**config.mk**
```make
export PLATFORM = sky130hd
export DESIGN_NAME = piecewise_linear_curve_eval_top
export DESIGN_NICKNAME = d
export VERILOG_FILES = /design/src/rtl/pcev_pkg.sv /design/src/rtl/piecewise_linear_curve_eval_top.sv /design/src/rtl/pcev_ram.sv /design/src/rtl/pcev_front.sv /design/src/rtl/pcev_queue.sv /design/src/rtl/pcev_back.sv
export SDC_FILE = /design/constraint.sdc
export NUM_CORES = 2
export LEC_CHECK = 0
export BUFFER_PORTS_ARGS = -buffer_cell sky130_fd_sc_hd__buf_2
export CELL_PAD_IN_SITES_DETAIL_PLACEMENT = 1
export CELL_PAD_IN_SITES_GLOBAL_PLACEMENT = 2
export CORE_ASPECT_RATIO = 0.8
export CORE_MARGIN = 3
export CORE_UTILIZATION = 25
export CTS_CLUSTER_SIZE = 40
export DETAILED_ROUTE_END_ITERATION = 8
export GPL_TIMING_DRIVEN = 0
export PLACE_DENSITY = 0.52
export SKIP_CTS_REPAIR_TIMING = 1
export SLEW_MARGIN = 15
export SYNTH_ARGS = -nofsm -noshare
export SYNTH_HDL_FRONTEND = slang
export SYNTH_HIERARCHICAL = 1
export SYNTH_SLANG_ARGS = --single-unit
```
**constraint.sdc**
```tcl
create_clock -name i_clk -period 7.5 [get_ports i_clk]
set_clock_uncertainty 0.05 [all_clocks]
set_input_delay 0.75 -clock i_clk [delete_from_list [all_inputs] [get_ports i_clk]]
set_output_delay 0.75 -clock i_clk [all_outputs]
set_load 0.02 [all_outputs]
```
**src/rtl/pcev_pkg.sv**
```systemverilog
// Package for the piecewise linear curve evaluator.
// Holds the field widths, table sizing, request type and state encoding.
// Depends on nothing; every other file but pcev_ram imports it.
package pcev_pkg;

    // Table sizing
    localparam int MAX_POINTS = 16;
    localparam int ADDR_W     = $clog2(MAX_POINTS);
    localparam int CNT_W      = $clog2(MAX_POINTS + 1);

    // Field widths fixed by the interface
    localparam int PIDX_W = 4;
    localparam int POS_W  = 16;
    localparam int VAL_W  = 16;
    localparam int CFG_W  = 5;

    // Table entry: x in the upper half, y in the lower half
    localparam int ENTRY_W = POS_W + VAL_W;

    // Serial divider produces one quotient bit a cycle
    localparam int DIV_STEPS = POS_W;
    localparam int DIV_CNT_W = $clog2(DIV_STEPS);

    // Request queue between the front and the back
    localparam int QUEUE_DEPTH = 2;
    localparam int QPTR_W      = (QUEUE_DEPTH > 1) ? $clog2(QUEUE_DEPTH) : 1;
    localparam int QCNT_W      = $clog2(QUEUE_DEPTH + 1);

    // Operation codes
    localparam logic OP_WRITE = 1'b0;
    localparam logic OP_EVAL  = 1'b1;

    // Classified request: pos is the point x for a write, t for an evaluation
    typedef struct packed {
        logic                    is_eval;
        logic [PIDX_W-1:0]       idx;
        logic [POS_W-1:0]        pos;
        logic signed [VAL_W-1:0] value;
    } t_cmd;

    // Queue status seen by the front and the back
    typedef struct packed {
        logic full;
        logic not_empty;
    } t_queue_stat;

    // Back end sequencer
    typedef enum logic [2:0] {
        ST_IDLE,
        ST_SCAN,
        ST_DIV,
        ST_MUL,
        ST_FIN,
        ST_RESULT
    } t_back_state;

endpackage

```
**src/rtl/piecewise_linear_curve_eval_top.sv**
```systemverilog
// Channel   Direction  Handshake                  Payload
// input     in         i_in_valid / o_in_stall    i_operation, i_point_index, i_point_pos,
//                                                 i_point_value, i_position
// output    out        o_out_valid / i_out_stall  o_curve_value, o_is_evaluation
// config    in         i_cfg_we                   i_cfg_data (points in use)
//
// A write request in the back end goes from ST_IDLE to ST_RESULT once at the queue head.
// An evaluation that stops at point k of the table scans the entries up to k, with
// one table read a cycle during the scan, and then returns an end point or
// interpolates with a bit-serial divider and one multiply.
// Synchronous active-low reset empties the queue and output; the table holds
// no reset and points in use returns to one. A stalled output leaves the
// request queue (two entries plus the front holding register) to keep filling.
//
// Top level of the piecewise linear curve evaluator.
// Depends on pcev_pkg, pcev_front, pcev_queue and pcev_back.
module piecewise_linear_curve_eval_top
    import pcev_pkg::*;
(
    input  logic                    i_clk,
    input  logic                    i_rst_n,
    input  logic                    i_cfg_we,
    input  logic [CFG_W-1:0]        i_cfg_data,
    input  logic                    i_in_valid,
    output logic                    o_in_stall,
    input  logic                    i_operation,
    input  logic [PIDX_W-1:0]       i_point_index,
    input  logic [POS_W-1:0]        i_point_pos,
    input  logic signed [VAL_W-1:0] i_point_value,
    input  logic [POS_W-1:0]        i_position,
    output logic                    o_out_valid,
    input  logic                    i_out_stall,
    output logic signed [VAL_W-1:0] o_curve_value,
    output logic                    o_is_evaluation
);

    logic        q_push;
    logic        q_pop;
    t_cmd        q_in;
    t_cmd        q_head;
    t_queue_stat q_stat;

    // Front end: accept and classify requests
    pcev_front u_front (
        .i_clk         (i_clk),
        .i_rst_n       (i_rst_n),
        .i_in_valid    (i_in_valid),
        .o_in_stall    (o_in_stall),
        .i_operation   (i_operation),
        .i_point_index (i_point_index),
        .i_point_pos   (i_point_pos),
        .i_point_value (i_point_value),
        .i_position    (i_position),
        .i_q_stat      (q_stat),
        .o_push        (q_push),
        .o_cmd         (q_in)
    );

    // Request queue
    pcev_queue u_queue (
        .i_clk   (i_clk),
        .i_rst_n (i_rst_n),
        .i_push  (q_push),
        .i_cmd   (q_in),
        .i_pop   (q_pop),
        .o_head  (q_head),
        .o_stat  (q_stat)
    );

    // Back end: table, scan, divide, interpolate
    pcev_back u_back (
        .i_clk           (i_clk),
        .i_rst_n         (i_rst_n),
        .i_cfg_we        (i_cfg_we),
        .i_cfg_data      (i_cfg_data),
        .i_head          (q_head),
        .i_q_stat        (q_stat),
        .o_pop           (q_pop),
        .o_out_valid     (o_out_valid),
        .i_out_stall     (i_out_stall),
        .o_curve_value   (o_curve_value),
        .o_is_evaluation (o_is_evaluation)
    );

`ifndef SYNTHESIS
    // A write acknowledge always carries a zero value.
    assert property (@(posedge i_clk) disable iff (!i_rst_n)
        (o_out_valid && !o_is_evaluation) |-> (o_curve_value == '0))
        else $error("write acknowledge with non-zero value");

    // The back end only takes a request when the queue holds one.
    assert property (@(posedge i_clk) disable iff (!i_rst_n)
        q_pop |-> q_stat.not_empty)
        else $error("pop from empty request queue");

    // The front end only pushes when the queue has room.
    assert property (@(posedge i_clk) disable iff (!i_rst_n)
        q_push |-> !q_stat.full)
        else $error("push into full request queue");

    // Reset leaves no result pending.
    assert property (@(posedge i_clk)
        !i_rst_n |=> !o_out_valid)
        else $error("output valid straight after reset");
`endif

endmodule

```
**src/rtl/pcev_ram.sv**
```systemverilog
// Generic single write port, single read port RAM with registered read data.
// Used for the curve point table; no package dependency.
module pcev_ram #(
    parameter int WIDTH = 32,
    parameter int DEPTH = 16
) (
    input  logic                                     i_clk,
    input  logic                                     i_we,
    input  logic [((DEPTH > 1) ? $clog2(DEPTH) : 1)-1:0] i_waddr,
    input  logic [WIDTH-1:0]                         i_wdata,
    input  logic                                     i_re,
    input  logic [((DEPTH > 1) ? $clog2(DEPTH) : 1)-1:0] i_raddr,
    output logic [WIDTH-1:0]                         o_rdata
);

    logic [WIDTH-1:0] r_mem [DEPTH];
    logic [WIDTH-1:0] r_rdata;

    // Write port
    always_ff @(posedge i_clk) begin
        if (i_we) begin
            r_mem[i_waddr] <= i_wdata;
        end
    end

    // Registered read port
    always_ff @(posedge i_clk) begin
        if (i_re) begin
            r_rdata <= r_mem[i_raddr];
        end
    end

    assign o_rdata = r_rdata;

endmodule

```
**src/rtl/pcev_front.sv**
```systemverilog
// Front end: takes input requests, classifies them and hands them to the queue.
// Depends on pcev_pkg for the request type.
module pcev_front
    import pcev_pkg::*;
(
    input  logic                    i_clk,
    input  logic                    i_rst_n,
    input  logic                    i_in_valid,
    output logic                    o_in_stall,
    input  logic                    i_operation,
    input  logic [PIDX_W-1:0]       i_point_index,
    input  logic [POS_W-1:0]        i_point_pos,
    input  logic signed [VAL_W-1:0] i_point_value,
    input  logic [POS_W-1:0]        i_position,
    input  t_queue_stat             i_q_stat,
    output logic                    o_push,
    output t_cmd                    o_cmd
);

    logic r_req_valid;
    t_cmd r_req;
    t_cmd cls_cmd;
    logic accept;

    // Classify: an evaluation carries t in the position slot, a write its x
    always_comb begin
        cls_cmd.is_eval = (i_operation == OP_EVAL);
        cls_cmd.idx     = i_point_index;
        cls_cmd.pos     = (i_operation == OP_EVAL) ? i_position : i_point_pos;
        cls_cmd.value   = i_point_value;
    end

    // The holding register is stalled only while the queue is full
    assign o_in_stall = r_req_valid && i_q_stat.full;
    assign accept     = i_in_valid && !o_in_stall;
    assign o_push     = r_req_valid && !i_q_stat.full;
    assign o_cmd      = r_req;

    // Holding register control
    always_ff @(posedge i_clk) begin
        if (!i_rst_n) begin
            r_req_valid <= 1'b0;
        end else begin
            r_req_valid <= accept || (r_req_valid && i_q_stat.full);
        end
    end

    // Holding register payload
    always_ff @(posedge i_clk) begin
        if (accept) begin
            r_req <= cls_cmd;
        end
    end

endmodule

```
**src/rtl/pcev_queue.sv**
```systemverilog
// Short request queue between the front end and the back end.
// Depends on pcev_pkg for the request type and the queue depth.
module pcev_queue
    import pcev_pkg::*;
(
    input  logic        i_clk,
    input  logic        i_rst_n,
    input  logic        i_push,
    input  t_cmd        i_cmd,
    input  logic        i_pop,
    output t_cmd        o_head,
    output t_queue_stat o_stat
);

    t_cmd              r_mem [QUEUE_DEPTH];
    logic [QPTR_W-1:0] r_wr_ptr;
    logic [QPTR_W-1:0] r_rd_ptr;
    logic [QCNT_W-1:0] r_count;
    logic              do_push;
    logic              do_pop;

    assign o_stat.full      = (r_count == QCNT_W'(QUEUE_DEPTH));
    assign o_stat.not_empty = (r_count != '0);
    assign do_push          = i_push && !o_stat.full;
    assign do_pop           = i_pop && o_stat.not_empty;
    assign o_head           = r_mem[r_rd_ptr];

    // Pointers and fill count
    always_ff @(posedge i_clk) begin
        if (!i_rst_n) begin
            r_wr_ptr <= '0;
            r_rd_ptr <= '0;
            r_count  <= '0;
        end else begin
            if (do_push) begin
                r_wr_ptr <= (r_wr_ptr == QPTR_W'(QUEUE_DEPTH - 1)) ? '0 : r_wr_ptr + 1'b1;
            end
            if (do_pop) begin
                r_rd_ptr <= (r_rd_ptr == QPTR_W'(QUEUE_DEPTH - 1)) ? '0 : r_rd_ptr + 1'b1;
            end
            if (do_push && !do_pop) begin
                r_count <= r_count + 1'b1;
            end else if (do_pop && !do_push) begin
                r_count <= r_count - 1'b1;
            end
        end
    end

    // Entry storage
    always_ff @(posedge i_clk) begin
        if (do_push) begin
            r_mem[r_wr_ptr] <= i_cmd;
        end
    end

endmodule

```
**src/rtl/pcev_back.sv**
```systemverilog
// Back end: owns the point table, scans it, divides serially and interpolates.
// Depends on pcev_pkg and instantiates pcev_ram for the table.
module pcev_back
    import pcev_pkg::*;
(
    input  logic                    i_clk,
    input  logic                    i_rst_n,
    input  logic                    i_cfg_we,
    input  logic [CFG_W-1:0]        i_cfg_data,
    input  t_cmd                    i_head,
    input  t_queue_stat             i_q_stat,
    output logic                    o_pop,
    output logic                    o_out_valid,
    input  logic                    i_out_stall,
    output logic signed [VAL_W-1:0] o_curve_value,
    output logic                    o_is_evaluation
);

    t_back_state r_state, n_state;

    // Configuration and scan registers
    logic [CNT_W-1:0]        r_n;
    logic [CNT_W-1:0]        r_rd_idx;
    logic                    r_chk_valid;
    logic [ADDR_W-1:0]       r_chk_idx;
    logic [POS_W-1:0]        r_t;
    logic [POS_W-1:0]        r_prev_x;
    logic signed [VAL_W-1:0] r_prev_y;

    // Divider and multiplier registers
    logic [POS_W-1:0]        r_span;
    logic [POS_W-1:0]        r_rem;
    logic [POS_W-1:0]        r_quo;
    logic [DIV_CNT_W-1:0]    r_cnt;
    logic signed [VAL_W:0]   r_diff;
    logic signed [2*VAL_W+1:0] r_prod;

    // Result and output registers
    logic signed [VAL_W-1:0] r_res;
    logic                    r_res_eval;
    logic                    r_out_valid;
    logic signed [VAL_W-1:0] r_out_value;
    logic                    r_out_eval;

    // Table port signals
    logic                    wr_en;
    logic                    rd_en;
    logic [ENTRY_W-1:0]      rd_data;
    logic [POS_W-1:0]        rx;
    logic signed [VAL_W-1:0] ry;
    logic [ADDR_W-1:0]       last_idx;
    logic [CNT_W-1:0]        cfg_clamped;

    // Scan decisions and arithmetic helpers
    logic                    at_first;
    logic                    do_interp;
    logic                    at_last;
    logic [POS_W:0]          trial;
    logic                    trial_ge;
    logic [VAL_W+1:0]        fin_sum;
    logic                    out_free;
    logic                    load_out;

    pcev_ram #(
        .WIDTH (ENTRY_W),
        .DEPTH (MAX_POINTS)
    ) u_table (
        .i_clk   (i_clk),
        .i_we    (wr_en),
        .i_waddr (ADDR_W'(i_head.idx)),
        .i_wdata ({i_head.pos, i_head.value}),
        .i_re    (rd_en),
        .i_raddr (r_rd_idx[ADDR_W-1:0]),
        .o_rdata (rd_data)
    );

    assign rx       = rd_data[ENTRY_W-1:VAL_W];
    assign ry       = rd_data[VAL_W-1:0];
    assign last_idx = ADDR_W'(r_n - 1'b1);

    // Zero points behaves as one, more than the table holds saturates
    always_comb begin
        if (i_cfg_data == '0) begin
            cfg_clamped = CNT_W'(1);
        end else if (32'(i_cfg_data) > MAX_POINTS) begin
            cfg_clamped = CNT_W'(MAX_POINTS);
        end else begin
            cfg_clamped = CNT_W'(i_cfg_data);
        end
    end

    // Segment decisions on the entry that has just been read
    assign at_first  = (r_chk_idx == '0) && (rx >= r_t);
    assign do_interp = (r_chk_idx != '0) && (rx > r_t);
    assign at_last   = (r_chk_idx == last_idx);

    // One restoring division step: the remainder stays below the span
    assign trial    = {r_rem, 1'b0};
    assign trial_ge = (trial >= {1'b0, r_span});

    // Final add: ya plus the arithmetically shifted product
    assign fin_sum = {{2{r_prev_y[VAL_W-1]}}, r_prev_y} + r_prod[2*VAL_W+1:VAL_W];

    assign out_free = !r_out_valid || !i_out_stall;

    // Next state and control
    always_comb begin
        n_state  = r_state;
        o_pop    = 1'b0;
        wr_en    = 1'b0;
        rd_en    = 1'b0;
        load_out = 1'b0;
        case (r_state)
            ST_IDLE: begin
                if (i_q_stat.not_empty) begin
                    o_pop = 1'b1;
                    if (i_head.is_eval) begin
                        n_state = ST_SCAN;
                    end else begin
                        wr_en   = (32'(i_head.idx) < MAX_POINTS);
                        n_state = ST_RESULT;
                    end
                end
            end
            ST_SCAN: begin
                rd_en = (r_rd_idx < r_n);
                if (r_chk_valid) begin
                    if (at_first) begin
                        n_state = ST_RESULT;
                    end else if (do_interp) begin
                        n_state = ST_DIV;
                    end else if (at_last) begin
                        n_state = ST_RESULT;
                    end
                end
            end
            ST_DIV: begin
                if (r_cnt == DIV_CNT_W'(DIV_STEPS - 1)) begin
                    n_state = ST_MUL;
                end
            end
            ST_MUL: begin
                n_state = ST_FIN;
            end
            ST_FIN: begin
                n_state = ST_RESULT;
            end
            ST_RESULT: begin
                if (out_free) begin
                    load_out = 1'b1;
                    n_state  = ST_IDLE;
                end
            end
            default: begin
                n_state = ST_IDLE;
            end
        endcase
    end

    // State register
    always_ff @(posedge i_clk) begin
        if (!i_rst_n) begin
            r_state <= ST_IDLE;
        end else begin
            r_state <= n_state;
        end
    end

    // Points in use
    always_ff @(posedge i_clk) begin
        if (!i_rst_n) begin
            r_n <= CNT_W'(1);
        end else if (i_cfg_we) begin
            r_n <= cfg_clamped;
        end
    end

    // Scan, divide and multiply datapath
    always_ff @(posedge i_clk) begin
        case (r_state)
            ST_IDLE: begin
                r_t         <= i_head.pos;
                r_rd_idx    <= '0;
                r_chk_valid <= 1'b0;
                r_res       <= '0;
                r_res_eval  <= i_head.is_eval;
            end
            ST_SCAN: begin
                if (rd_en) begin
                    r_rd_idx <= r_rd_idx + 1'b1;
                end
                r_chk_valid <= rd_en;
                r_chk_idx   <= r_rd_idx[ADDR_W-1:0];
                if (r_chk_valid) begin
                    if (at_first) begin
                        r_res <= ry;
                    end else if (do_interp) begin
                        r_span <= rx - r_prev_x;
                        r_rem  <= r_t - r_prev_x;
                        r_diff <= {ry[VAL_W-1], ry} - {r_prev_y[VAL_W-1], r_prev_y};
                        r_cnt  <= '0;
                    end else begin
                        r_prev_x <= rx;
                        r_prev_y <= ry;
                        r_res    <= ry;
                    end
                end
            end
            ST_DIV: begin
                r_rem <= trial_ge ? POS_W'(trial - {1'b0, r_span}) : trial[POS_W-1:0];
                r_quo <= {r_quo[POS_W-2:0], trial_ge};
                r_cnt <= r_cnt + 1'b1;
            end
            ST_MUL: begin
                r_prod <= r_diff * $signed({1'b0, r_quo});
            end
            ST_FIN: begin
                r_res <= fin_sum[VAL_W-1:0];
            end
            default: begin
            end
        endcase
    end

    // Output register control
    always_ff @(posedge i_clk) begin
        if (!i_rst_n) begin
            r_out_valid <= 1'b0;
        end else if (load_out) begin
            r_out_valid <= 1'b1;
        end else if (!i_out_stall) begin
            r_out_valid <= 1'b0;
        end
    end

    // Output register payload
    always_ff @(posedge i_clk) begin
        if (load_out) begin
            r_out_value <= r_res;
            r_out_eval  <= r_res_eval;
        end
    end

    assign o_out_valid     = r_out_valid;
    assign o_curve_value   = r_out_value;
    assign o_is_evaluation = r_out_eval;

endmodule
```
==> metrics.txt <==
# TYPE chip_impl_metric gauge
chip_impl_info{name="status",value="finished clean"} 1
chip_impl_metric{name="sink_count",unit=""} 847
chip_impl_metric{name="first_iter_violations",unit=""} 1495
chip_impl_metric{name="critPathBufInv",unit=""} 5
chip_impl_metric{name="die_y",unit="um"} 383.8
chip_impl_info{name="worst_setup_path_start_kind",value="flop"} 1
chip_impl_metric{name="timing.critical_path.slowest_cell_delay",unit="ps"} 640
chip_impl_metric{name="fp.dieW",unit="um"} 478.3
chip_impl_metric{name="detail_route.wl_per_cell",unit="um"} 21.42
chip_impl_metric{name="async_reset_ff_share",unit="%"} 0
chip_impl_info{name="critPathTopFamily",value="adder cells"} 1
chip_impl_metric{name="worst-endpoint-required",unit="ps"} 7850
chip_impl_metric{name="layout.area.seq",unit="sq mm"} 0.02528
chip_impl_metric{name="final_antenna_net_count",unit=""} 0
chip_impl_metric{name="worst-slew-pin-transition",unit="ps"} 1146
chip_impl_metric{name="place.detailed.instances",unit=""} 5550
chip_impl_metric{name="postLayoutCoreUtil",unit="%"} 29.32
chip_impl_metric{name="drc_errors",unit=""} 0
chip_impl_info{name="crit_type",value="reg -> reg"} 1
chip_impl_metric{name="rr_worst_depth",unit=""} 20
chip_impl_info{name="synth_flop_cell",value="edfxtp_1"} 1
chip_impl_metric{name="total_power",unit="mW"} 21.18
chip_impl_metric{name="die_area",unit="sq mm"} 0.1836
chip_impl_metric{name="worst_hold_path.num_cells",unit=""} 1
chip_impl_info{name="cts_tree",value="yes"} 1
chip_impl_metric{name="grt_antenna_before_repair",unit=""} 8
chip_impl_metric{name="fill_cells",unit=""} 18900
chip_impl_metric{name="drt-total-wl",unit="mm"} 122.7
chip_impl_metric{name="clockBufferDepth",unit=""} 3
chip_impl_metric{name="clk_pin_slew",unit="ps"} 60
chip_impl_metric{name="placement.io_buffers",unit=""} 80
chip_impl_info{name="r2r_end",value="u_back/r_prod[31]"} 1
chip_impl_metric{name="power-per-cell-area",unit="mW/mm^2"} 407.8
chip_impl_metric{name="grt_pass1_vias",unit=""} 26810
chip_impl_metric{name="gp_routability_congestion",unit=""} 0.7286
chip_impl_info{name="holdCritStartpoint",value="i_point_index[1]"} 1
chip_impl_info{name="yosysTopAreaCell",value="edfxtp_1"} 1
chip_impl_metric{name="finish.instance_area",unit="sq mm"} 0.05193
chip_impl_metric{name="final_hold_viol_count",unit=""} 0
chip_impl_info{name="crit_path_cell_trace",value="clkbuf_1, nand2_1, fa_1, fa_1, inv_1, fa_1, fa_1, fa_1, inv_1, fa_1, inv_1, ha_1, inv_1, o21bai_1, a221o_1, a21oi_1, o21ai_1, nor4_1, nor3_1, xnor2_1"} 1
chip_impl_metric{name="post_drt_via_cell_ratio",unit=""} 4.283
chip_impl_metric{name="synth.cell_area",unit="sq mm"} 0.04461
chip_impl_info{name="yosys-top-cells-area",value="edfxtp_1 (56%), fa_1 (12%), mux4_2 (6.5%)"} 1
chip_impl_metric{name="multi_input_comb_area",unit="sq mm"} 0.01752
chip_impl_info{name="most_common_library_cells_after_synthesis",value="edfxtp_1 (832), inv_1 (409), fa_1 (270), nand2_1 (235), ha_1 (181)"} 1
chip_impl_metric{name="globalRoute.totalOverflow",unit=""} 0
chip_impl_metric{name="ys_seq_area_share",unit="%"} 56.68
chip_impl_info{name="path_common_cell",value="fa_1"} 1
chip_impl_metric{name="finalCritPeriodShare",unit="%"} 94.91
chip_impl_metric{name="placement_rows",unit=""} 138
chip_impl_metric{name="core-area",unit="sq mm"} 0.1772
chip_impl_metric{name="placed_cell_area",unit="sq mm"} 0.04882
chip_impl_metric{name="postSynthRegisterBits",unit=""} 847
chip_impl_metric{name="dr_wl_met3",unit="mm"} 3.457
chip_impl_metric{name="relSlewSlack",unit="%"} 23.61
chip_impl_metric{name="syn-num-nets",unit=""} 3559
chip_impl_metric{name="ioPinCount",unit=""} 82
chip_impl_metric{name="post-route-worst-setup-slack",unit="ps"} 381.8
chip_impl_metric{name="syn-mean-instance-area",unit="sq um"} 14.65
chip_impl_metric{name="ctsHtreeMaxLevel",unit=""} 3
chip_impl_info{name="worst_hold_path_type",value="in -> reg"} 1
chip_impl_metric{name="post_layout_nonfiller_instances",unit=""} 5729
chip_impl_metric{name="peakVddDrop",unit="uV"} 340.7
chip_impl_metric{name="reg2reg_setup_slack",unit="ps"} 380
chip_impl_metric{name="m1WireLength",unit="mm"} 62.18
chip_impl_metric{name="setup_violations",unit=""} 0
chip_impl_metric{name="clkLatencyLatePin",unit="ps"} 690
chip_impl_metric{name="drv.max_cap_violation_count",unit=""} 0
chip_impl_metric{name="firstDrtPassIters",unit=""} 5
chip_impl_info{name="endpoint_kind",value="flop"} 1
chip_impl_metric{name="met2_wire_length",unit="mm"} 54.94
chip_impl_metric{name="crit_fanout",unit=""} 10
chip_impl_metric{name="grt_first_pass_wirelength",unit="mm"} 185.1
chip_impl_metric{name="vias",unit=""} 24540
chip_impl_metric{name="pin_count_of_the_biggest_net_entering_global_routing",unit=""} 30
chip_impl_metric{name="synth_cell_type_count",unit=""} 72
chip_impl_metric{name="globalRouteTotalUtil",unit="%"} 13.55
chip_impl_metric{name="arrival",unit="ps"} 7470
chip_impl_metric{name="yosys_warnings",unit=""} 6
chip_impl_info{name="clockRootBuffer",value="clkbuf_16"} 1
chip_impl_metric{name="design.final.nets",unit=""} 3781
chip_impl_metric{name="start_util",unit="%"} 25.18
chip_impl_metric{name="synth_cells",unit=""} 3045
chip_impl_info{name="topRoutingLayerUsed",value="met4"} 1
chip_impl_metric{name="synth_edf_count",unit=""} 832
chip_impl_metric{name="finalWorstPathRequiredPeriod",unit="ps"} 7118
chip_impl_metric{name="area.growth.synth_to_final",unit="%"} 16.43
chip_impl_metric{name="clock.fmax",unit="MHz"} 140.5
chip_impl_info{name="rsz0062_at_grt",value="false"} 1
chip_impl_info{name="regToRegStartpoint",value="u_back/r_quo[5]"} 1
chip_impl_metric{name="tritoncts.num_buffers",unit=""} 95
chip_impl_info{name="worst_hold_path.endpoint",value="u_front/o_cmd[33]"} 1
chip_impl_metric{name="placement.setup.worst_slack",unit="ps"} -533.8
chip_impl_metric{name="p_leak",unit="nW"} 19.21
chip_impl_info{name="worst_path_max_delay_cell",value="fa_1"} 1
chip_impl_metric{name="dp.final_hpwl",unit="mm"} 92.20
chip_impl_metric{name="layout-drive-gt1-share",unit="%"} 15.73
chip_impl_metric{name="timing.critical_path.depth",unit=""} 20
chip_impl_metric{name="synth_top_area_share",unit="%"} 56.01
chip_impl_metric{name="timing_max_transition_violations_final",unit=""} 0
chip_impl_info{name="synth.most_common_cell",value="edfxtp_1"} 1
## cells by family (layout without fill, tap and decap cells)
| group | after synthesis | in the layout | share of synthesized area (%) |
|---|---|---|---|
| AO/OA/AOI/OAI | 322 | 322 | 4.816 |
| XOR/XNOR | 93 | 93 | 1.826 |
| multiplexers | 185 | 185 | 7.975 |
| other | 0 | 5 | 0 |
| AND/OR/NAND/NOR | 640 | 640 | 7.029 |
| flip-flops | 847 | 847 | 56.68 |
| buffers and inverters | 507 | 806 | 4.477 |
| adder cells (fa/ha/maj) | 451 | 451 | 17.19 |
## metrics by stage
| step | hold slack (ps) | TNS [ps] |
|---|---|---|
| after floorplan | 350.3 | 0 |
| after global placement | 357.0 | -482560 |
| after detailed placement | 357.5 | -1445 |
| after CTS | 103.2 | -1651 |
| after global routing | 126.2 | 0 |
| final | 178.3 | 0 |
## layer usage
| metal | up-vias | GRT usage [%] |
|---|---|---|
| met1 | 12790 | 20.30 |
| met4 | 0 | 2.764 |
| met2 | 301 | 20.97 |
| met5 | - | 0 |
| li1 | 11310 | - |
| met3 | 129 | 1.686 |
## sequential cells by signal, summed over array words and instances (netlist names), 16 cells and up, named ones only
| name | count |
|---|---|
| u_back/u_table/r_mem | 512 |
| u_queue/r_mem | 74 |
| u_front/o_cmd | 37 |
| u_back/u_table/o_rdata | 32 |
| u_back/r_diff | 17 |
| u_back/o_curve_value | 16 |
| u_back/r_prev_x | 16 |
| u_back/r_prev_y | 16 |
| u_back/r_prod | 16 |
| u_back/r_quo | 16 |
| u_back/r_rem | 16 |
| u_back/r_res | 16 |
| u_back/r_span | 16 |
| u_back/r_t | 16 |
## cell usage in the layout (no fill, tap or decap), types with 66 or more instances in the layout
master,netlist,routed
fa_1,270,270
buf_2,11,91
ha_1,181,181
inv_1,409,409
clkbuf_16,0,95
edfxtp_1,832,832
nor2_1,92,79
nand2_1,235,235
mux4_2,128,128
and2_1,142,142
a21oi_1,68,66
## layout make-up
type                       count  area share (%)
buffer                        95          0.9203
clock buffer                 109           4.679
clock inverter                65           1.217
multi-input combinational   1691           33.73
antenna                        5         0.02409
sequential                   847           48.69
inverter                     411           2.971
timing repair buffer         126           2.043
tap                         2380           5.734
## where the power goes
group	switching (mW)	total, mW	leakage (nW)	internal, mW
Combinational	5.85	9.94	10.0	4.09
Clock	1.96	4.58	1.49	2.61
Sequential	0.277	6.66	7.72	6.38
## worst max path at each step
stage | from | to | slack, ps
4_1_cts | u_back/r_diff[10] | u_back/r_prod[31] | -580
2_1_floorplan | u_back/r_diff[16] | u_back/r_prod[31] | 1280
3_5_place_dp | u_back/r_diff[10] | u_back/r_prod[31] | -530
5_1_grt | u_back/r_quo[0] | u_back/r_prod[31] | 6
6_report | u_back/r_quo[5] | u_back/r_prod[31] | 380
3_3_place_gp | u_back/r_state[2] | u_back/u_table/r_mem[12][4] | -2790
Power figures use the tool's default switching activity.
